===== src/design/vpa_pkg.sv =====
// vpa_pkg: shared constants, CORDIC arctangent table and control struct
// for the vector pair angle pipeline. No dependencies.
package vpa_pkg;

    // datapath widths
    localparam int XY_W     = 64;   // CORDIC x/y, signed
    localparam int Z_W      = 34;   // angle accumulator, signed Q.30 radians
    localparam int NORM_W   = 60;   // normalized operand, leading one at bit 59
    localparam int ZC_W     = 32;   // clamped angle, unsigned Q.30
    localparam int ANGLE_W  = 16;   // result angle
    localparam int ATAN_W   = 30;
    localparam int ATAN_LEN = 24;
    localparam int DEG_W    = 30;
    localparam int PROD_W   = ZC_W + DEG_W;
    localparam int RAD_FRAC = 16;   // Q.30 -> Q2.14
    localparam int DEG_FRAC = 46;   // Q.30 * Q.24 -> Q8.8

    // round(atan(2^-i) * 2^30)
    localparam logic [ATAN_W-1:0] ATAN_Q30 [ATAN_LEN] = '{
        30'd843314857, 30'd497837829, 30'd263043837, 30'd133525159,
        30'd67021687,  30'd33543516,  30'd16775851,  30'd8388437,
        30'd4194283,   30'd2097149,   30'd1048576,   30'd524288,
        30'd262144,    30'd131072,    30'd65536,     30'd32768,
        30'd16384,     30'd8192,      30'd4096,      30'd2048,
        30'd1024,      30'd512,       30'd256,       30'd128
    };

    localparam logic [ZC_W-1:0]  HALF_PI_Q30     = 32'd1686629713;
    localparam logic [ZC_W-1:0]  PI_Q30          = 32'd3373259426;
    localparam logic [DEG_W-1:0] DEG_PER_RAD_Q24 = 30'd961263669;

    // per-beat control traveling alongside the datapath
    typedef struct packed {
        logic valid;
        logic degen;   // either vector is (0,0)
        logic neg;     // dot product below zero
    } t_ctl;

endpackage


===== src/design/vpa_scale.sv =====
// vpa_scale: clamps the CORDIC angle to [0, pi] and converts it to Q2.14
// radians or Q8.8 degrees over three stages. Depends on vpa_pkg.
module vpa_scale import vpa_pkg::*; (
    input  logic                  i_clk,
    input  logic                  i_rst_n,
    input  logic                  i_en,
    input  logic                  i_in_degrees,
    input  t_ctl                  i_ctl,
    input  logic signed [Z_W-1:0] i_z,
    output t_ctl                  o_ctl,
    output logic [ANGLE_W-1:0]    o_angle
);

    t_ctl                r_c_ctl, r_m_ctl, r_o_ctl;
    logic [ZC_W-1:0]     r_zc, n_zc, zc_rnd;
    logic [PROD_W-1:0]   r_prod, n_prod, prod_rnd;
    logic [ANGLE_W-1:0]  r_rad, n_rad, r_angle, n_angle;

    // stage 1: clamp
    always_comb begin
        if (i_z[Z_W-1]) begin
            n_zc = '0;
        end else if (i_z > Z_W'(PI_Q30)) begin
            n_zc = PI_Q30;
        end else begin
            n_zc = i_z[ZC_W-1:0];
        end
    end

    // stage 2: degree product, rounded radians
    assign n_prod = PROD_W'(r_zc) * PROD_W'(DEG_PER_RAD_Q24);
    assign zc_rnd = r_zc + (ZC_W'(1) << (RAD_FRAC - 1));
    assign n_rad  = zc_rnd[RAD_FRAC +: ANGLE_W];

    // stage 3: round degrees, select unit, zero for a degenerate pair
    assign prod_rnd = r_prod + (PROD_W'(1) << (DEG_FRAC - 1));
    always_comb begin
        if (r_m_ctl.degen) begin
            n_angle = '0;
        end else if (i_in_degrees) begin
            n_angle = prod_rnd[DEG_FRAC +: ANGLE_W];
        end else begin
            n_angle = r_rad;
        end
    end

    always_ff @(posedge i_clk) begin
        if (!i_rst_n) begin
            r_c_ctl <= '0;
            r_m_ctl <= '0;
            r_o_ctl <= '0;
        end else if (i_en) begin
            r_c_ctl <= i_ctl;
            r_m_ctl <= r_c_ctl;
            r_o_ctl <= r_m_ctl;
        end
    end

    always_ff @(posedge i_clk) begin
        if (i_en) begin
            r_zc    <= n_zc;
            r_prod  <= n_prod;
            r_rad   <= n_rad;
            r_angle <= n_angle;
        end
    end

    assign o_ctl   = r_o_ctl;
    assign o_angle = r_angle;

endmodule


===== config.mk =====
export PLATFORM = sky130hd
export DESIGN_NAME = vpa_scale
export DESIGN_NICKNAME = d
export VERILOG_FILES = /design/src/design/vpa_pkg.sv /design/src/design/vpa_scale.sv
export SDC_FILE = /design/constraint.sdc
export NUM_CORES = 1
export LEC_CHECK = 0
export BUFFER_PORTS_ARGS = -buffer_cell sky130_fd_sc_hd__buf_4
export CORE_MARGIN = 2
export CORE_UTILIZATION = 60
export DETAILED_ROUTE_END_ITERATION = 7
export PLACE_DENSITY = 0.8
export SLEW_MARGIN = 15
export SYNTH_ARGS = -nofsm -noshare
export SYNTH_HDL_FRONTEND = slang
export SYNTH_SLANG_ARGS = --single-unit

===== constraint.sdc =====
create_clock -name i_clk -period 7.09 [get_ports i_clk]
set_input_delay 1.0635 -clock i_clk [delete_from_list [all_inputs] [get_ports i_clk]]
set_output_delay 1.0635 -clock i_clk [all_outputs]
set_load 0.01 [all_outputs]

# [After elaboration in Yosys (flattened, before gate mapping)]
# Index checks and enable logic that the tools add are counted.
[op_classes] addsub=2 muxes=2 reduce_logical=1 n_mul=1 order_cmp=1
[op_table] op="62-bit by 46-bit adder with 62-bit output (second input constant)" n=1
[op_table] op="32-bit by 30-bit multiplier with 62-bit output (second input constant)" n=1
[op_table] op="34-bit by 32-bit > comparator with 1-bit output (second input constant)" n=1
[op_table] op="32-bit by 16-bit adder with 32-bit output (second input constant)" n=1
[op_table] op="32-bit 2-to-1 mux" n=1
[op_table] op="16-bit 2-to-1 mux" n=1
[op_table] op="2-bit OR reduction" n=1
[word_totals] register_bits=135 in_bits=41 out_inout_bits=19

# [Longest topological paths before layout]
[depth] word_depth=2 depth_mapped=24

# [Worst setup path before layout]
# No wires, ideal clock.
[synth_timing] path_type="reg2reg" start="register r_zc[2]" end="register r_prod[61] (data pin)" setup_slack_ps=-116 t_arrival_ps=6945 setup_time_ps=261 stages_incl_launch_ff=23 n_path_buf=0 path_cell_list="edfxtp_1 > inv_1 > fa_1 > inv_1 > fa_1 > fa_1 > inv_1 > fa_1 > inv_1 > fa_1 > fa_1 > fa_1 > inv_1 > fa_1 > inv_1 > ha_1 > nand2_1 > or4_1 > a31oi_1 > nor4_4 > nor3_4 > o31ai_4 > o311a_1"
[synth_via] elab_chain_cells=1
[synth_lines] element="start: declaration" line_no="vpa_scale.sv:15" source="logic [ZC_W-1:0] r_zc, n_zc, zc_rnd;"
[synth_lines] element="start signal: assignment" line_no="vpa_scale.sv:61" source="r_zc <= n_zc;"
[synth_lines] element="32-bit by 30-bit multiplier with 62-bit output" line_no="vpa_scale.sv:31" source="assign n_prod = PROD_W'(r_zc) * PROD_W'(DEG_PER_RAD_Q24);"
[synth_lines] element="named net n_prod[61]" line_no="vpa_scale.sv:16" source="logic [PROD_W-1:0] r_prod, n_prod, prod_rnd;"
[synth_lines] element="end signal: assignment" line_no="vpa_scale.sv:62" source="r_prod <= n_prod;"
[synth_lines] element="end: declaration" line_no="vpa_scale.sv:16"
# The timed path passes the listed nets, and every way through them passes these cells.
# A chain may end at the register's enable or synchronous reset.

# [Worst setup path after layout]
[layout_timing] start="register r_zc[15]" end="register r_prod[49] (data pin)"
# The elaborated chain is that of the path after synthesis.

==> results.toml <==
[run_status]
status = "complete, but fails checks"
violations = "setup timing"

[sta]
min_period_ns = 7.40
skew_ns = 0.00883
hold_viol_final = 0
grt_setup_unrepaired = "yes"
post-route-period-util_pct = 104
setup_viol = 15
slew-limit-headroom_pct = 42.0
totalNegativeSetupSlack_ns = -3.42
drv_slew = 0
max_freq_mhz = 135
fin_ws_ns = -0.305
tightest_slew_ns = 0.870

[synth]
synthDistinctLibCells = 55
netlist_area_um2 = 19700
synth_nets = 2691
synth_area_leaders = "fa_1 36%, ha_1 25%, edfxtp_1 12%"
ys_seq_area_share_pct = 13.2
postSynthCellCount = 1901
yosysTopAreaCell = "fa_1"
synth_seq_cells = 90
synth_ff_type = "edfxtp_1"
netlist.area_leader.share_pct = 36.3
async_flop_share_pct = 0
syn_avg_cell_area_um2 = 10.4
yosys_warnings = 0
synth-edff-count = 81

[worst_setup_path]
critPathLaunchType = "flip-flop"
end_kind = "flip-flop"
path_buf_inv = 12
timing_worst_setup_path_type = "flip-flop to flip-flop"
critPathMaxStageDelay_ns = 0.55
critPathSlowestCell = "fa_1"
crit_fanout = 4
worstPathArrival_ns = 7.51
r2r_setup_slack_ns = -0.31
cp_common_cell = "fa_1"
worstPathRequired_ns = 7.21
cp_top_family = "adder cells"

[final_layout]
num-fill-cells = 2300
n_antenna_cell = 0
multi_input_area_um2 = 15100
syn_to_final_growth_pct = 16.6
drive_gt1_share_pct = 17.7
regArea_um2 = 2610
fin_nets = 2968

[placement]
hpwl_um = 47100
gp_congestion = 1.06
io_buffers = 59

[clock_tree]
clk_pin_slew_ns = 0.07
cts_sinks = 90
clk_latency_ns = 0.36
clockRootBuffer = "clkbuf_16"
cts_tree = "built"
cts_made_buffers = 9
cts_buffer_depth = 2
h-tree-depth = 3
ctsHoldBuffers = 0

[floorplan]
die_y_um = 185
die_x_um = 185
start_util_pct = 60.8
num_io_pins = 60
core_um2 = 32500
dieArea_um2 = 34400
rows = 66

[global_routing]
track_usage_pct = 33.2
grt_max_degree = 66
grt_pass1_vias = 15600
grt-ovfl-total = 0
grt_pass1_wl_um = 84500
antenna_found_initial = 0

[route]
avgViaCountPerCell = 5.44
ant_nets = 0
vias = 14300
dr.pass1.iters = 5
routedWlPerCell_um = 20.5
drcViolationCount = 0
wl_um = 53700
drt_iter0_drc = 1080

[min_path]
hold_path_class = "flip-flop to flip-flop"

[run]
cap_violations = 0
-- final timing paths --
check / start / to / cells past startpoint
max reg2reg: r_zc[15]$_SDFFCE_PP0P_ / r_prod[49]$_DFFE_PP_ / 29
min reg2reg: r_m_ctl[2]$_SDFFE_PN0P_ / o_ctl[2]$_SDFFE_PN0P_ / 2
max: r_zc[15]$_SDFFCE_PP0P_ / r_prod[49]$_DFFE_PP_ / 29
min: r_m_ctl[2]$_SDFFE_PN0P_ / o_ctl[2]$_SDFFE_PN0P_ / 2
-- worst register-to-register path, delay by kind of cell, from the launching register on --
family | cells | cell delay, ns
simple gates | 4 | 0.47
fa+ha+maj | 9 | 4.15
flops | 1 | 0.51
compound gates | 4 | 0.67
buf+inv | 12 | 1.35
-- cells by family (layout without fill, tap and decap cells) --
kind of cell / after synthesis / count (layout) / synth area share [%]
multiplexers: 10 / 10 / 0.507
AO/OA/AOI/OAI: 157 / 157 / 5.23
buffers and inverters: 624 / 906 / 12.0
XOR/XNOR: 44 / 44 / 1.95
flip-flops: 90 / 90 / 13.2
AND/OR/NAND/NOR: 227 / 227 / 5.98
adder cells (fa/ha/maj): 749 / 749 / 61.1
-- per-stage QoR --
stage / setup slack [ns] / cells / hold slack (ns) / util, % / instance area [um^2]
after floorplan: 0.00964 / 1901 / 0.482 / - / 19800
after global placement: -0.448 / 2585 / 0.496 / 68.3 / 22200
after detailed placement: -0.532 / 2585 / 0.512 / 68.3 / 22200
after CTS: -0.329 / 2607 / 0.529 / 69.6 / 22600
after global routing: -0.468 / 2625 / 0.539 / 70.9 / 23000
final: -0.305 / 2625 / 0.523 / 70.9 / 23000
-- layout by cell type, fill, tap and decap left out, types with 3 or more instances in the layout --
cell	instances
a21o_1	29
nor2_1	70
o21ai_1	4
a21oi_2	5
nand3_1	17
o211ai_1	4
buf_6	13
xor2_1	13
fa_1	346
ha_4	11
nand2_1	40
o21bai_1	4
xnor2_1	31
inv_1	599
mux2i_1	10
edfxtp_1	81
o21ai_0	22
clkbuf_16	10
nor2b_1	12
inv_2	14
nor3_4	4
a311oi_1	4
nor3_1	7
fa_2	12
o21a_1	3
buf_4	263
nand4_1	18
nand2b_1	4
or3_1	5
nor2b_2	15
a21oi_1	40
ha_1	378
and4_1	3
dfxtp_1	9
and3_1	9
nor2_2	6
a211oi_1	15
-- what timing repair did --
item | CTS | global route
setup buffers | 14 | 18
endpoints found under the setup margin | 15 | 17
resized for setup | 18 | 73
pin swaps | 16 | 38
-- synth_stat cells (6+ instances only) --
| cell type | n |
|---|---|
| nand4_1 | 18 |
| nand2_1 | 43 |
| nor2b_2 | 15 |
| nor2_1 | 74 |
| ha_1 | 391 |
| and3_1 | 9 |
| nand3_1 | 17 |
| a21o_1 | 29 |
| nor2b_1 | 12 |
| xnor2_1 | 31 |
| a21oi_1 | 47 |
| fa_1 | 358 |
| xor2_1 | 13 |
| mux2i_1 | 10 |
| clkbuf_1 | 6 |
| inv_1 | 613 |
| o21ai_0 | 27 |
| nor3_1 | 10 |
| dfxtp_1 | 9 |
| edfxtp_1 | 81 |
| a211oi_1 | 17 |
-- metal layers --
layer	routed length [um]	GRT usage, %
met5	0	0
met4	3110	15.9
met3	3490	4.88
met2	25500	54.0
met1	21600	44.0
-- final cells by class --
| cell class | count | share of cell area, % |
|---|---|---|
| Tap cell | 442 | 2.40 |
| Timing Repair Buffer | 277 | 9.30 |
| Clock inverter | 4 | 0.136 |
| Inverter | 613 | 10.0 |
| Multi-Input combinational cell | 1187 | 65.7 |
| Sequential cell | 90 | 11.4 |
| Clock buffer | 12 | 1.12 |
-- state kept, by name (all words and copies together) (netlist names) --
name	flops
r_rad	16
r_c_ctl	3
o_ctl	3
o_angle	16
r_zc	32
r_m_ctl	3
r_prod	17
Power is not shown: default switching activity piles up to over one toggle a cycle in this logic, so the estimate is an artifact.
