File: src/design/vpa_pkg.sv
// vpa_pkg: shared constants, CORDIC arctangent table and control struct
// for the vector pair angle pipeline. No dependencies.
package vpa_pkg;

    // datapath widths
    localparam int XY_W     = 64;   // CORDIC x/y, signed
    localparam int Z_W      = 34;   // angle accumulator, signed Q.30 radians
    localparam int NORM_W   = 60;   // normalized operand, leading one at bit 59
    localparam int ZC_W     = 32;   // clamped angle, unsigned Q.30
    localparam int ANGLE_W  = 16;   // result angle
    localparam int ATAN_W   = 30;
    localparam int ATAN_LEN = 24;
    localparam int DEG_W    = 30;
    localparam int PROD_W   = ZC_W + DEG_W;
    localparam int RAD_FRAC = 16;   // Q.30 -> Q2.14
    localparam int DEG_FRAC = 46;   // Q.30 * Q.24 -> Q8.8

    // round(atan(2^-i) * 2^30)
    localparam logic [ATAN_W-1:0] ATAN_Q30 [ATAN_LEN] = '{
        30'd843314857, 30'd497837829, 30'd263043837, 30'd133525159,
        30'd67021687,  30'd33543516,  30'd16775851,  30'd8388437,
        30'd4194283,   30'd2097149,   30'd1048576,   30'd524288,
        30'd262144,    30'd131072,    30'd65536,     30'd32768,
        30'd16384,     30'd8192,      30'd4096,      30'd2048,
        30'd1024,      30'd512,       30'd256,       30'd128
    };

    localparam logic [ZC_W-1:0]  HALF_PI_Q30     = 32'd1686629713;
    localparam logic [ZC_W-1:0]  PI_Q30          = 32'd3373259426;
    localparam logic [DEG_W-1:0] DEG_PER_RAD_Q24 = 30'd961263669;

    // per-beat control traveling alongside the datapath
    typedef struct packed {
        logic valid;
        logic degen;   // either vector is (0,0)
        logic neg;     // dot product below zero
    } t_ctl;

endpackage

File: src/design/vpa_front.sv
// vpa_front: two-stage front end forming |dot| and |cross| of the vector pair.
// Depends on vpa_pkg.
module vpa_front import vpa_pkg::*; #(
    parameter int COORD_WIDTH = 16
) (
    input  logic                           i_clk,
    input  logic                           i_rst_n,
    input  logic                           i_en,
    input  logic                           i_valid,
    input  logic signed [COORD_WIDTH-1:0]  i_ax,
    input  logic signed [COORD_WIDTH-1:0]  i_ay,
    input  logic signed [COORD_WIDTH-1:0]  i_bx,
    input  logic signed [COORD_WIDTH-1:0]  i_by,
    output t_ctl                           o_ctl,
    output logic [2*COORD_WIDTH-1:0]       o_dot_mag,
    output logic [2*COORD_WIDTH-1:0]       o_cross_mag
);

    localparam int P_W = 2 * COORD_WIDTH;
    localparam int S_W = P_W + 1;

    t_ctl                   r_a_ctl, n_a_ctl, r_b_ctl, n_b_ctl;
    logic signed [P_W-1:0]  r_p_axbx, r_p_ayby, r_p_axby, r_p_aybx;
    logic signed [P_W-1:0]  n_p_axbx, n_p_ayby, n_p_axby, n_p_aybx;
    logic signed [S_W-1:0]  dot, cross_sum, dot_neg, cross_neg;
    logic [P_W-1:0]         r_dot_mag, r_cross_mag, n_dot_mag, n_cross_mag;

    // stage A: four signed products, zero-vector detect
    always_comb begin
        n_a_ctl.valid = i_valid;
        n_a_ctl.degen = ((i_ax == '0) && (i_ay == '0)) || ((i_bx == '0) && (i_by == '0));
        n_a_ctl.neg   = 1'b0;
    end
    assign n_p_axbx = P_W'(i_ax) * P_W'(i_bx);
    assign n_p_ayby = P_W'(i_ay) * P_W'(i_by);
    assign n_p_axby = P_W'(i_ax) * P_W'(i_by);
    assign n_p_aybx = P_W'(i_ay) * P_W'(i_bx);

    // stage B: exact dot and cross, then magnitudes
    assign dot         = S_W'(r_p_axbx) + S_W'(r_p_ayby);
    assign cross_sum   = S_W'(r_p_axby) - S_W'(r_p_aybx);
    assign dot_neg     = -dot;
    assign cross_neg   = -cross_sum;
    assign n_dot_mag   = dot[S_W-1]       ? dot_neg[P_W-1:0]   : dot[P_W-1:0];
    assign n_cross_mag = cross_sum[S_W-1] ? cross_neg[P_W-1:0] : cross_sum[P_W-1:0];
    always_comb begin
        n_b_ctl     = r_a_ctl;
        n_b_ctl.neg = dot[S_W-1];
    end

    always_ff @(posedge i_clk) begin
        if (!i_rst_n) begin
            r_a_ctl <= '0;
            r_b_ctl <= '0;
        end else if (i_en) begin
            r_a_ctl <= n_a_ctl;
            r_b_ctl <= n_b_ctl;
        end
    end

    always_ff @(posedge i_clk) begin
        if (i_en) begin
            r_p_axbx    <= n_p_axbx;
            r_p_ayby    <= n_p_ayby;
            r_p_axby    <= n_p_axby;
            r_p_aybx    <= n_p_aybx;
            r_dot_mag   <= n_dot_mag;
            r_cross_mag <= n_cross_mag;
        end
    end

    assign o_ctl       = r_b_ctl;
    assign o_dot_mag   = r_dot_mag;
    assign o_cross_mag = r_cross_mag;

endmodule

File: config.mk
export PLATFORM = sky130hd
export DESIGN_NAME = vpa_front
export DESIGN_NICKNAME = d
export VERILOG_FILES = /design/src/design/vpa_pkg.sv /design/src/design/vpa_front.sv
export SDC_FILE = /design/constraint.sdc
export NUM_CORES = 2
export LEC_CHECK = 0
export BUFFER_PORTS_ARGS = -buffer_cell sky130_fd_sc_hd__buf_2
export CORE_MARGIN = 3
export CORE_UTILIZATION = 60
export DETAILED_ROUTE_END_ITERATION = 8
export PLACE_DENSITY_LB_ADDON = 0.15
export SYNTH_ARGS = -nofsm -noshare
export SYNTH_HDL_FRONTEND = slang
export SYNTH_SLANG_ARGS = --single-unit
File: constraint.sdc
create_clock -name i_clk -period 9.6 [get_ports i_clk]
set_clock_uncertainty 0.2 [all_clocks]
set_input_delay 0.48 -clock i_clk [delete_from_list [all_inputs] [get_ports i_clk]]
set_output_delay 0.48 -clock i_clk [all_outputs]
set_load 0.005 [all_outputs]
# After elaboration in Yosys (flattened, before gate mapping)
# Cells that the tools add are included.
# W data, S select, Z words.
# op_classes
addsub	4
multipliers	4
div	0
order_cmp	0
eq_ne	0
shifts	0
n_mux	2
n_bitwise	0
reduce_logical	7
# ops
op	count
$mul A16 B16 Y32	4
$logic_not A16 Y1	4
$mux W32	2
$neg A32 Y32	2
$add A32 B32 Y33	1
$sub A32 B32 Y33	1
$logic_and A1 B1 Y1	2
$logic_or A1 B1 Y1	1
# totals
register_bits	197
latchBits	0
ramBits	0
mem_bits_ro	0
inputBits	68
output_inout_bits	67
wordCells	28
n_memories	0

# Logic depth before layout (Yosys ltp)
# depth
depth_word	3
ltp_mapped	27
ltp_nobuf	26

# Worst setup path after synthesis
# Ideal clock, no wire load.
# synth_timing
path_kind	input-to-reg
from	in i_ay[11]
to	reg r_p_ayby[31] (data pin)
setup_time_ps	260
arrival_ps	6251
t_required_ps	9140
path_slack_ps	2889
path_stages	23
path_buffers	1
path_cell_list	clkbuf_1 nand2_1 fa_1 fa_1 fa_1 inv_1 fa_1 fa_1 inv_1 fa_1 inv_1 ha_1 a21o_1 a21o_1 a21o_1 a211o_1 a21oi_1 a211oi_1 a211oi_1 o221ai_1 and2_1 o22ai_1 xnor2_1
# synth_between
elab_chain_len	1
# synth_lines
item	line_no	rtl
start, declared	vpa_front.sv:11	input logic signed [COORD_WIDTH-1:0] i_ay,
$mul A16 B16 Y32	vpa_front.sv:35	assign n_p_ayby = P_W'(i_ay) * P_W'(i_by);
net n_p_ayby[31]	vpa_front.sv:24	logic signed [P_W-1:0] n_p_axbx, n_p_ayby, n_p_axby, n_p_aybx;
end signal, assigned	vpa_front.sv:64	r_p_ayby <= n_p_ayby;
end, declared	vpa_front.sv:23	logic signed [P_W-1:0] r_p_axbx, r_p_ayby, r_p_axby, r_p_aybx;
# The timed path passes the listed nets, and every way through them passes these cells.
# A chain may end at the register's enable or synchronous reset.

# Worst setup path after layout
# layout_timing
from	in i_ay[6]
to	reg r_p_aybx[30] (data pin)
# layout_between
elab_chain_len	1
# layout_lines
item	line_no	rtl
$mul A16 B16 Y32	vpa_front.sv:37	assign n_p_aybx = P_W'(i_ay) * P_W'(i_bx);
net n_p_aybx[30]	vpa_front.sv:24	
end signal, assigned	vpa_front.sv:66	r_p_aybx <= n_p_aybx;
end, declared	vpa_front.sv:23	
# The timed path passes the listed nets, and every way through them passes these cells.

==> reports/metrics.yaml <==
cpMaxStageDelayCell: "a2111oi_0"
hold_viol: 0
cts-root-buf: "clkbuf_16"
synth-seq-cells: 197
post_cts_resized: 0
layout_common_cells: "1213 x inv_1, 1050 x fa_1, 549 x nand2_1"
cp_top_family: "adder cells"
finalSetupTns_ns: 0
slew_viol_final: 0
cap_violations: 0
synthCells: 5280
clkSinkCount: 197
fillers: 7026
die_w_um: 295
arrival_ns: 7.42
cpPeakStageDelay_ns: 0.73
seqCellArea_sq_um: 5870
antenna_found_initial: 11
track_usage: 0.278
path_cells: "buf_2 -> and2_1 -> fa_1 -> fa_1 -> ha_1 -> inv_1 -> fa_1 -> inv_1 -> fa_1 -> inv_1 -> fa_1 -> inv_1 -> ha_1 -> a2111oi_0 -> o41ai_1 -> buf_4 -> a211oi_1 -> o21ai_0 -> a31oi_1 -> o21ai_0 -> a21oi_1 -> a21oi_1 -> xor2_1"
final_common_cell: "inv_1"
cts_made_buffers: 17
synth-edff-count: 192
dieArea_sq_um: 87300
hold_buffers: 0
routedWlPerCell_um: 17.6
cp_num_buf_inv: 6
ant_nets: 0
yosysUniqueCellTypes: 88
htree_levels: 4
post_cts_buffers: 0
core_sq_um: 82500
first_pass_iters: 6
worstSetupStartpoint: "i_ay[6]"
outcome: "completed"
cp_common_cell: "fa_1"
path_clk_slew_ns: 0.09
io_buffers: 134
viasPerCell: 5.55
drc_errors: 0
grt_pass1_wl_mm: 192
grt_pass1_vias: 37063
rows: 105
ios: 135
worstPathMaxFanout: 33
finalCritPeriodShare: 0.767
relSlewSlack: 0.176
area_delta_synth_final_pct: 3.94
die_h_um: 295
ys.flop_type: "edfxtp_1"
nets: 6752
first_iter_violations: 2400
fin_ws_ns: 2.24
pre_cts_slack_ns: 1.80
ys_seq_area_frac: 0.117
cp.required_ns: 9.66
dpl.hpwl_mm: 86.5
grt_max_degree: 92
drive_gt1_frac: 0.0432
endpoint_kind: "flop"
overflow: 0
netlist_area_sq_um: 50200
clk_latency_ns: 0.51
yosysWarningCount: 0
crit_type: "input port to flop"
rsz0062_at_grt: "no"
wirelength_mm: 112
cts_tree: "done"
worstMarginPinSlew_ns: 1.23
fmax_mhz: 136
min_from: "i_rst_n"
min_path_type: "input port to flop"
gp_congestion: 0.853
cts_buffer_depth: 2
multi_input_area_sq_um: 39000
period_minus_slack_ns: 7.36
start_util: 0.609
setup_viol: 0
syn_nets: 6792
avgSynthCellArea_sq_um: 9.52
async_flop_share: 0
r2r-start: "r_p_axby[0]"
vias: 35121
crit_path_start_kind: "input port"
## per-layer routing
layer	global-route usage	share of wire	vias up
li1	-	-	15981
met1	0.399	0.43	17793
met2	0.446	0.47	1167
met3	0.0346	0.067	176
met4	0.0867	0.033	4
met5	0	0.00024	-
## state kept, by name, summed over array words and instances (netlist names)
register	count
r_p_ayby	32
o_dot_mag	32
r_p_axby	32
o_cross_mag	32
o_ctl	3
r_p_axbx	32
r_p_aybx	32
n_b_ctl	2
## Yosys cell counts (18+ instances only)
master	instances	area, sq um
nand3_1	40	200
nor2b_1	22	138
nor4_1	23	144
o21bai_1	18	135
fa_1	1050	21000
nand2_1	549	2060
o21a_1	22	165
ha_1	394	4930
xor2_1	65	569
a21o_1	86	646
a211oi_1	21	158
xnor2_1	183	1600
and2_1	504	3150
inv_1	1213	4550
a21oi_1	136	681
nor3_1	38	190
and3_1	25	156
clkbuf_1	204	766
nor2_1	153	574
nand2b_1	32	200
edfxtp_1	192	5770
o21ai_0	78	390
## metrics by stage
step / hold WS (ns) / std cells / area (sq um) / util
global placement: 0.264 / 6291 / 51600 / 0.625
floorplan: 0.254 / 5280 / 50200 / -
finish: 0.0454 / 6333 / 52200 / 0.633
global route: 0.0280 / 6330 / 52200 / 0.633
CTS: 0.00774 / 6323 / 52200 / 0.633
detailed placement: 0.284 / 6291 / 51600 / 0.625
## cell type report
class / count / area share
antenna: 10 / 0.000479
multi-input combinational: 3654 / 0.747
sequential: 197 / 0.112
clock buffer: 18 / 0.00822
timing repair buffer: 156 / 0.0162
inverter: 1214 / 0.0873
clock inverter: 14 / 0.00338
tap: 1070 / 0.0256
## worst register-to-register path, cell delays in order (launching register included)
cell      delay [ns]
edfxtp_1        0.36
inv_1           0.07
ha_1            0.18
inv_1           0.06
fa_1            0.39
a21o_1          0.23
a221oi_4        0.39
o31ai_4         0.16
a21boi_1        0.37
o21ai_0         0.24
a21boi_1        0.29
o31ai_1         0.14
o21a_1          0.23
o41ai_4         0.97
o21ai_0         0.31
xnor2_1         0.20
## logic make-up after synthesis
| kind of cell | after synthesis | share of synthesized area |
|---|---|---|
| AOI/OAI and AO/OA | 499 | 0.0679 |
| and+or+nand+nor | 1458 | 0.147 |
| DFF | 197 | 0.117 |
| buffers and inverters | 1429 | 0.107 |
| adders and majority gates | 1444 | 0.516 |
| xor gates and xnor gates | 248 | 0.0432 |
| muxes | 5 | 0.00102 |
## worst paths after layout
check | slack, ns | cells after the start | endpoint
worst max register to register | 4.54 | 15 | o_cross_mag[12]
worst max-delay path | 2.24 | 23 | r_p_aybx[30]
worst min register to register | 0.30 | 1 | o_ctl[0]
worst min-delay path | 0.05 | 2 | n_b_ctl[2]
Power is not shown: default switching activity piles up to over one toggle a cycle in this logic, so the estimate is an artifact.
