===== src/design/vpa_pkg.sv =====
// vpa_pkg: shared constants, CORDIC arctangent table and control struct
// for the vector pair angle pipeline. No dependencies.
package vpa_pkg;

    // datapath widths
    localparam int XY_W     = 64;   // CORDIC x/y, signed
    localparam int Z_W      = 34;   // angle accumulator, signed Q.30 radians
    localparam int NORM_W   = 60;   // normalized operand, leading one at bit 59
    localparam int ZC_W     = 32;   // clamped angle, unsigned Q.30
    localparam int ANGLE_W  = 16;   // result angle
    localparam int ATAN_W   = 30;
    localparam int ATAN_LEN = 24;
    localparam int DEG_W    = 30;
    localparam int PROD_W   = ZC_W + DEG_W;
    localparam int RAD_FRAC = 16;   // Q.30 -> Q2.14
    localparam int DEG_FRAC = 46;   // Q.30 * Q.24 -> Q8.8

    // round(atan(2^-i) * 2^30)
    localparam logic [ATAN_W-1:0] ATAN_Q30 [ATAN_LEN] = '{
        30'd843314857, 30'd497837829, 30'd263043837, 30'd133525159,
        30'd67021687,  30'd33543516,  30'd16775851,  30'd8388437,
        30'd4194283,   30'd2097149,   30'd1048576,   30'd524288,
        30'd262144,    30'd131072,    30'd65536,     30'd32768,
        30'd16384,     30'd8192,      30'd4096,      30'd2048,
        30'd1024,      30'd512,       30'd256,       30'd128
    };

    localparam logic [ZC_W-1:0]  HALF_PI_Q30     = 32'd1686629713;
    localparam logic [ZC_W-1:0]  PI_Q30          = 32'd3373259426;
    localparam logic [DEG_W-1:0] DEG_PER_RAD_Q24 = 30'd961263669;

    // per-beat control traveling alongside the datapath
    typedef struct packed {
        logic valid;
        logic degen;   // either vector is (0,0)
        logic neg;     // dot product below zero
    } t_ctl;

endpackage


===== src/design/vpa_norm_cell.sv =====
// vpa_norm_cell: one step of the normalizing shifter; shifts both operands
// left by SHIFT when their top SHIFT bits are all clear. Depends on vpa_pkg.
module vpa_norm_cell import vpa_pkg::*; #(
    parameter int FRAME_W = 92,
    parameter int SHIFT   = 16
) (
    input  logic               i_clk,
    input  logic               i_rst_n,
    input  logic               i_en,
    input  t_ctl               i_ctl,
    input  logic [FRAME_W-1:0] i_dot,
    input  logic [FRAME_W-1:0] i_cross,
    output t_ctl               o_ctl,
    output logic [FRAME_W-1:0] o_dot,
    output logic [FRAME_W-1:0] o_cross
);

    t_ctl               r_ctl;
    logic [FRAME_W-1:0] r_dot, r_cross, n_dot, n_cross;
    logic               do_shift;

    // the larger operand decides; its top bits are clear iff both are
    assign do_shift = (i_dot[FRAME_W-1 -: SHIFT] | i_cross[FRAME_W-1 -: SHIFT]) == '0;
    assign n_dot    = do_shift ? (i_dot << SHIFT)   : i_dot;
    assign n_cross  = do_shift ? (i_cross << SHIFT) : i_cross;

    always_ff @(posedge i_clk) begin
        if (!i_rst_n) begin
            r_ctl <= '0;
        end else if (i_en) begin
            r_ctl <= i_ctl;
        end
    end

    always_ff @(posedge i_clk) begin
        if (i_en) begin
            r_dot   <= n_dot;
            r_cross <= n_cross;
        end
    end

    assign o_ctl   = r_ctl;
    assign o_dot   = r_dot;
    assign o_cross = r_cross;

endmodule


===== config.mk =====
export PLATFORM = sky130hd
export DESIGN_NAME = vpa_norm_cell
export DESIGN_NICKNAME = d
export VERILOG_FILES = /design/src/design/vpa_pkg.sv /design/src/design/vpa_norm_cell.sv
export SDC_FILE = /design/constraint.sdc
export NUM_CORES = 1
export LEC_CHECK = 0
export ABC_AREA = 1
export BUFFER_PORTS_ARGS = -buffer_cell sky130_fd_sc_hd__buf_2
export CAP_MARGIN = 5
export CORE_ASPECT_RATIO = 1.1
export CORE_MARGIN = 10
export CORE_UTILIZATION = 47
export CTS_CLUSTER_DIAMETER = 30
export DETAILED_ROUTE_END_ITERATION = 10
export GPL_TIMING_DRIVEN = 0
export PLACE_DENSITY = 0.8
export SETUP_SLACK_MARGIN = 0.5
export SLEW_MARGIN = 20
export SYNTH_ARGS = -nofsm -noshare
export SYNTH_HDL_FRONTEND = slang
export SYNTH_SLANG_ARGS = --single-unit

===== constraint.sdc =====
create_clock -name i_clk -period 2.1 [get_ports i_clk]
set_input_delay 0.42 -clock i_clk [delete_from_list [all_inputs] [get_ports i_clk]]
set_output_delay 0.42 -clock i_clk [all_outputs]
set_load 0.02 [all_outputs]

# == Word level (Yosys, flattened, before mapping) ==
# Index checks and enable logic that the tools add are counted.
# word_totals
elab_cells,11
reg_bits,187
# op_classes
n_reduce_logical,1
bitwise_logic,1
muxes,2
# ops
operator,n
92-bit two-way mux,2
16-bit logical NOT,1
16-bit OR,1

# == Logic depth before layout (Yosys ltp) ==
# Gate-level depths: netlist of the first run.
# depth
depth_word,3
ltp_mapped,10
depth_no_buf,7

# == Worst setup path before layout of the first run ==
# OpenSTA, ideal clock, no wires.
# synth_path
path_kind,input port to flip-flop
from,input port i_dot[80]
to,"register r_cross[0], in the netlist o_cross[0] (data pin)"
t_arrival_ns,1.365
setup_time_ns,0.256
setup_slack_ns,0.480
path_buffers,3
cell_stages,9
cell_sequence,nor2_1 -> nand2_1 -> nor2_1 -> nand2_1 -> buf_4 -> nor2_8 -> buf_6 -> buf_2 -> nor2_1
# synth_between
elab_chain_cells,2
# synth_lines
item,line,rtl
from (decl),vpa_norm_cell.sv:11,"input logic [FRAME_W-1:0] i_dot,"
16-bit OR,vpa_norm_cell.sv:23,assign do_shift = (i_dot[FRAME_W-1 -: SHIFT] | i_cross[FRAME_W-1 -: SHIFT]) == '0;
16-bit logical NOT,vpa_norm_cell.sv:23,
to (signal assigned),vpa_norm_cell.sv:38,r_cross <= n_cross;
to (decl),vpa_norm_cell.sv:19,"logic [FRAME_W-1:0] r_dot, r_cross, n_dot, n_cross;"
# No other way between the ends.
# A chain may end at the register's enable or synchronous reset.

# == Final worst setup path of the first run ==
# layout_path
from,input port i_dot[80]
to,"register r_dot[26], in the netlist o_dot[26] (data pin)"
# layout_between
elab_chain_cells,3
# layout_lines
item,line,rtl
16-bit OR,vpa_norm_cell.sv:23,
16-bit logical NOT,vpa_norm_cell.sv:23,
92-bit two-way mux,vpa_norm_cell.sv:24,assign n_dot = do_shift ? (i_dot << SHIFT) : i_dot;
named net n_dot[26],vpa_norm_cell.sv:19,
to (signal assigned),vpa_norm_cell.sv:37,r_dot <= n_dot;
to (decl),vpa_norm_cell.sv:19,
# The timed path passes the listed nets, and every way through them passes these cells.

==> results of run 1 <==
==> critical path, stage by stage <==
cell and delay [ns]:
buf_2 0.11, nor2_1 0.13, nand2_1 0.09, nor2_2 0.13, nand2_2 0.11, buf_6 0.18, nor2_8 0.14, buf_8 0.18
buf_6 0.16, nand2_1 0.09, nand2_1 0.10
==> sequential cells by signal (all words and copies together) (netlist names) <==
| register | cells |
|---|---|
| o_cross | 92 |
| o_ctl | 3 |
| o_dot | 92 |
==> layout make-up <==
type | instances | area [sq um]
inverters | 65 | 244.0
well taps | 234 | 292.8
repair buffers | 380 | 1962
multi-input cells | 495 | 2081
clock buffers | 18 | 429.2
diodes | 5 | 12.51
clock inverters | 13 | 188.9
fillers | 1419 | 5872
plain buffers | 46 | 349.1
flip-flops and latches | 187 | 5585
==> how the worst min path moves through the flow <==
stage	startpoint	to	slack, ns	cells after the start
after floorplan	i_en	o_cross[0]	0.53	0
after global placement	o_ctl[1]	o_ctl[1]	0.48	2
after detailed placement	o_ctl[2]	o_ctl[2]	0.50	2
after CTS	i_ctl[1]	o_ctl[1]	0.20	3
after global routing	i_ctl[1]	o_ctl[1]	0.24	3
final	i_ctl[1]	o_ctl[1]	0.22	3
==> cell families after synthesis <==
logic type	Yosys count	synth area share (%)
and+or+nand+nor	372	17.36
DFF	187	68.58
AOI/OAI and AO/OA	123	7.559
buffers and inverters	111	6.499
==> timing repair <==
action / in CTS / in global routing
pin swaps: 1 / 0
cloned: 0 / 0
setup endpoints to repair: 149 / 139
gates resized for setup: 43 / 58
buffers inserted: 2 / 0
==> power by group through the flow <==
stage	registers, uW	logic [uW]	clock network, uW
after floorplan	4970	140	0
after detailed placement	4570	1220	0
after global routing	4520	1310	3580
final	4490	1230	3420
after global placement	4580	1190	0
after CTS	4490	1230	3440
==> per-layer routing <==
metal  track usage [%]  vias up
met1             27.24     3408
li1                  -     3418
met5                 0        -
met4             11.42        2
met3             8.110       64
met2             44.25      429
==> through the flow <==
stage	setup TNS, ns	power [uW]	cells	setup WS (ns)
finish	0	9150	1443	0.5259
detailed placement	-6.862	5796	1405	-0.2923
CTS	0	9166	1438	0.4824
floorplan	0	5109	793	0.4824
global placement	-334.39	5768	1403	-1.988
global route	0	9413	1440	0.4556
==> placed cells by master, fill, tap and decap left out, drive strengths merged <==
master,instances
inv,69
buf,406
clkinvlp,3
clkinv,2
o21ai,123
diode,5
clkbuf,38
nand2,313
edfxtp,184
bufinv,4
nand3,1
dfxtp,3
nor2,58
==> impl_metrics.json, run 1 <==
{
  "finalWirelength_um": 30380,
  "overflow": 0,
  "dieHeight_um": 158.1,
  "clock_power_share_pct": 37.4,
  "cts_htree_levels": 4,
  "holdCritPathClass": "in2reg",
  "placed_wire_length_estimate_after_detailed_placement_um": 24260,
  "dr_iter_0_viols": 593,
  "drc": 0,
  "m1WireLength_um": 10720,
  "start_kind": "primary input",
  "number_of_global_route_vias_before_repair": 7515,
  "flow.area_growth_from_synthesis_pct": 36.84,
  "routed_via_density": 5.073,
  "hold-worst-slack_ns": 0.2169,
  "synthTopCellsByCount": "313 x nand2_1, 184 x edfxtp_1, 123 x o21ai_0",
  "fp-row-count": 50,
  "p_per_area_mw_per_mm2": 821.1,
  "crit_path_end_kind": "flip-flop",
  "finish.instance_area_sq_mm": 0.01114,
  "worst_r2r_startpoint": "o_ctl[0]",
  "syn-num-nets": 983,
  "drt-pass1-iter-count": 6,
  "synthMostInstantiatedCell": "nand2_1",
  "post-route-util_pct": 65.49,
  "floorplan.die_area_sq_mm": 0.02300,
  "top_ff_cell_synth": "edfxtp_1",
  "max-vdd-ir-drop_mv": 0.4982,
  "global_route_wire_length_before_repair_um": 43550,
  "cts_tree": "built",
  "gp_congestion": 0.9771,
  "synth_edf_count": 184,
  "clk-insertion-delay-late_ns": 0.43,
  "maximum_number_of_pins_on_one_net_before_global_route_repair": 73,
  "register_bit_total_from_synthesis": 187,
  "report.final.hold_viol_count": 0,
  "cts_num_sinks": 187,
  "top_signal_layer_used": "met5",
  "fmax_ghz": 0.6353,
  "slew-limit-headroom_pct": 67.42,
  "cts_max_path_buffers": 2,
  "required_time_at_the_worst_slack_endpoint_ns": 2.40,
  "grtUsageTotal_pct": 25.12,
  "max-cap-violations": 0,
  "effective_utilization_at_floorplan_pct": 47.86,
  "synth.top_cell.area_share_pct": 67.84,
  "port_buffers": 376,
  "power.leakage_uw": 0.005093,
  "io-pin-count": 377,
  "antenna_violating_nets_post_route": 0,
  "numCtsBuffers": 17,
  "die-width_um": 145.5,
  "synth_area_leader_cell": "edfxtp_1",
  "sw_frac_of_total_pct": 25.45,
  "rsz_0062_raised_after_global_routing": "true",
  "post_drt_wl_per_cell_um": 21.05,
  "synth_area_per_inst_sq_um": 10.27,
  "cts-root-buf": "clkbuf_16",
  "p_sw_uw": 2328,
  "antenna_violations_before_repair": 3,
  "nets": 1382,
  "timing_max_transition_violations_final": 0,
  "layout_min_cycle_time_ns": 1.574,
  "reg2regPathDepth": 2,
  "syn-cell-area_sq_mm": 0.008144,
  "power.internal_uw": 6822,
  "synthesis.yosys.warnings": 0,
  "synth_sequential_area_ratio_pct": 68.58,
  "dr_wl_met2_um": 15850,
  "cp-endpoint": "o_dot[26]",
  "clk_pin_slew_ns": 0.07,
  "total_via_count_in_the_routed_design": 7321,
  "tightest_slew_ns": 0.4887,
  "signal_arrival_time_at_the_worst_endpoint_ns": 1.87,
  "worst-path-max-fanout": 10,
  "dpl-instance-area_sq_mm": 0.01039,
  "seq_power_share_pct": 49.1,
  "critical_path_type": "in2reg",
  "ff_to_ff_setup_slack_ns": 1.46,
  "worst_clock_skew_ns": 0,
  "outcome": "complete, no violations",
  "drive_above_1_share_pct": 38.54,
  "final_period_util_pct": 74.96,
  "comb_power_share_pct": 13.5,
  "holdBufCountCts": 0,
  "met3RoutedLength_um": 2845,
  "coreArea_sq_mm": 0.01702,
  "synth.area.top_cells": "edfxtp_1 68%, nand2_1 14%, o21ai_0 7.6%",
  "synth_cell_types": 12,
  "setup_viol": 0,
  "timing.critical_path.from": "i_dot[80]",
  "asyncSetResetFlopFracSynth_pct": 0,
  "synth_cells": 793,
  "timing.rr.end": "o_ctl[0]"
}
(Power assumes the default switching activity.)
==> run 2: changes to the inputs <==
--- a/config.mk
+++ b/config.mk
@@ -10,11 +10,11 @@
 export CAP_MARGIN = 5
 export CORE_ASPECT_RATIO = 1.1
 export CORE_MARGIN = 10
-export CORE_UTILIZATION = 47
+export CORE_UTILIZATION = 42
 export CTS_CLUSTER_DIAMETER = 30
 export DETAILED_ROUTE_END_ITERATION = 10
 export GPL_TIMING_DRIVEN = 0
-export PLACE_DENSITY = 0.8
+export PLACE_DENSITY = 0.76
 export SETUP_SLACK_MARGIN = 0.5
 export SLEW_MARGIN = 20
 export SYNTH_ARGS = -nofsm -noshare
==> constraint.sdc (replaced) <==
create_clock -name i_clk -period 1.3 [get_ports i_clk]
set_input_delay 0.26 -clock i_clk [delete_from_list [all_inputs] [get_ports i_clk]]
set_output_delay 0.26 -clock i_clk [all_outputs]
set_load 0.02 [all_outputs]
==> run 2 against run 1 <==
  * Clock power up 56%
  * Via count up 2.0%
  * Count of clock-buffer cells in the layout is 1 higher
  * Utilization up 1.0 points
  * Cell area up 14%
  * Largest cell class unchanged
  * Sequential power grew 62%
  * Die area is 10% higher
  * Power increased by 63%
  * Sequential cell count stayed put
  * Global-route usage shrank 1.9 points
  * Worst hold slack got worse by 0.18 ns
==> impl_metrics.json, run 2 (synthesis results as in run 1) <==
{
  "gp_congestion": 0.9006,
  "post_drt_wl_per_cell_um": 22.30,
  "num-fill-cells": 1473,
  "fmax_ghz": 0.7812,
  "cts_max_path_buffers": 2,
  "dieHeight_um": 166.0,
  "clk_pin_slew_ns": 0.08,
  "effective_utilization_at_floorplan_pct": 42.64,
  "worst_hold_path.num_cells": 3,
  "overflow": 0,
  "clk-insertion-delay-late_ns": 0.44,
  "crit_path_end_kind": "primary output",
  "rsz_0062_raised_after_global_routing": "true",
  "floorplan.die_area_sq_mm": 0.02537,
  "place_inst": 1417,
  "cts-root-buf": "clkbuf_16",
  "coreArea_sq_mm": 0.01910,
  "placed_wire_length_estimate_after_detailed_placement_um": 24320,
  "finish.instance_area_sq_mm": 0.01270,
  "drc": 0,
  "timing_max_transition_violations_final": 0,
  "holdBufCountCts": 0,
  "global_route_wire_length_before_repair_um": 44800,
  "worst_r2r_startpoint": "o_ctl[0]",
  "layout.cells.most_common_list": "326 x buf_2, 212 x nand2_1, 184 x edfxtp_1",
  "port_buffers": 376,
  "timing.rr.end": "o_ctl[0]",
  "holdCritPathClass": "in2reg",
  "maximum_number_of_pins_on_one_net_before_global_route_repair": 103,
  "critical-path-slowest-cell": "edfxtp_1",
  "max-vdd-ir-drop_mv": 0.8470,
  "crit_cells": 1,
  "reg2regPathDepth": 2,
  "cell_family_with_the_largest_share_of_critical_path_delay": "flip-flops",
  "final_cells": 1468,
  "fp-row-count": 53,
  "cts_htree_levels": 4,
  "cts_num_sinks": 187,
  "power.leakage_uw": 0.005810,
  "worst-path-max-fanout": 1,
  "max-cap-violations": 0,
  "total_via_count_in_the_routed_design": 7469,
  "post-route-util_pct": 66.49,
  "worst-path-buf-inv": 1,
  "nets": 1394,
  "seq_power_share_pct": 48.9,
  "ff_to_ff_setup_slack_ns": 0.68,
  "worst_clock_skew_ns": 0,
  "flow.area_growth_from_synthesis_pct": 55.92,
  "setup_viol": 0,
  "comb_power_share_pct": 15.2,
  "drt-pass1-iter-count": 6,
  "crit_path_max_incr_delay_ns": 0.42,
  "start_kind": "flip-flop",
  "routed_via_density": 5.088,
  "dr_iter_0_viols": 574,
  "dpl-instance-area_sq_mm": 0.01050,
  "clock_power_share_pct": 35.9,
  "layout_min_cycle_time_ns": 1.280,
  "antenna_violating_nets_post_route": 0,
  "slew-limit-headroom_pct": 61.06,
  "grtUsageTotal_pct": 23.26,
  "worstPathCellList": "buf_6",
  "critical_path_type": "reg2out",
  "hold_path_end": "o_ctl[1]",
  "antenna_violations_before_repair": 5,
  "io-pin-count": 377,
  "power.internal_uw": 10860,
  "hold-worst-slack_ns": 0.03923,
  "numCtsBuffers": 17,
  "post-route-worst-setup-slack_ns": 0.01988,
  "final_period_util_pct": 98.47,
  "tightest_slew_ns": 0.5841,
  "outcome": "complete, no violations",
  "drive_above_1_share_pct": 51.52,
  "holdCritStartpoint": "i_ctl[1]",
  "number_of_global_route_vias_before_repair": 7309,
  "finalWirelength_um": 32740,
  "cts_tree": "built",
  "p_per_area_mw_per_mm2": 1172,
  "p_sw_uw": 4024,
  "layout.cells.most_common": "buf_2",
  "die-width_um": 152.8,
  "sw_frac_of_total_pct": 27.03,
  "required_time_at_the_worst_slack_endpoint_ns": 1.04,
  "pre_cts_slack_ns": -0.7888,
  "report.final.hold_viol_count": 0,
  "signal_arrival_time_at_the_worst_endpoint_ns": 1.02
}
## run 2: cell types whose count changed in the layout (fill, tap and decap cells not counted), sizes merged
cell,delta
bufinv,-2
buf,+3
clkbuf,+10
diode,-1
inv,+2
## run 2: what timing repair did
item	CTS	global route
cloned	0	11
resized for setup	160	304
pin swaps	5	20
endpoints found under the setup margin	473	476
setup buffers	3	1
## run 2: worst max path at each step
stage             endpoint  slack (ns)   startpoint
3_5_place_dp     o_dot[60]       -0.79  i_cross[89]
5_1_grt          o_dot[46]       -0.04    i_dot[76]
4_1_cts          o_dot[26]      -0.007    i_dot[82]
2_1_floorplan  o_cross[28]       -0.06    i_dot[90]
3_3_place_gp      o_ctl[2]       -2.63         i_en
6_report         o_dot[11]        0.02    o_dot[11]
## run 2: power groups by stage
| stage | clock network, uW | logic [uW] | registers (uW) |
|---|---|---|---|
| finish | 5340 | 2260 | 7280 |
| global route | 5610 | 2390 | 7320 |
| CTS | 5380 | 2090 | 7280 |
| detailed placement | 0 | 1990 | 7390 |
| global placement | 0 | 1950 | 7400 |
| floorplan | 0 | 235 | 8030 |
## run 2: layer usage
metal / vias to the layer above / global-route usage (%) / share of wire [%]
li1: 3458 / - / -
met1: 3547 / 26.31 / 35
met2: 395 / 40.49 / 53
met3: 67 / 7.071 / 8.8
met4: 2 / 8.506 / 3.2
met5: - / 0 / 0.040
## run 2: stage by stage
stage               power, uW  TNS (ns)
global route            15320   -0.6464
floorplan                8262    -7.187
detailed placement       9379   -142.86
global placement         9350   -554.76
finish                  14880         0
CTS                     14750  -0.02733
## run 2: worst reg2reg max path, stage by stage, from the launching register on
cell and delay, ns:
dfxtp_1 0.31, o21ai_0 0.15, nor2_1 0.06
## run 2: final cells by class
type / count / area (sq um) / area share, %
Antenna cell: 4 / 10.01 / 0.07883
Buffer: 46 / 565.5 / 4.454
Clock buffer: 19 / 432.9 / 3.409
Clock inverter: 13 / 158.9 / 1.251
Inverter: 65 / 246.5 / 1.941
Multi-Input combinational cell: 495 / 2824 / 22.24
Sequential cell: 187 / 5585 / 43.98
Tap cell: 247 / 309.0 / 2.434
Timing Repair Buffer: 392 / 2566 / 20.21
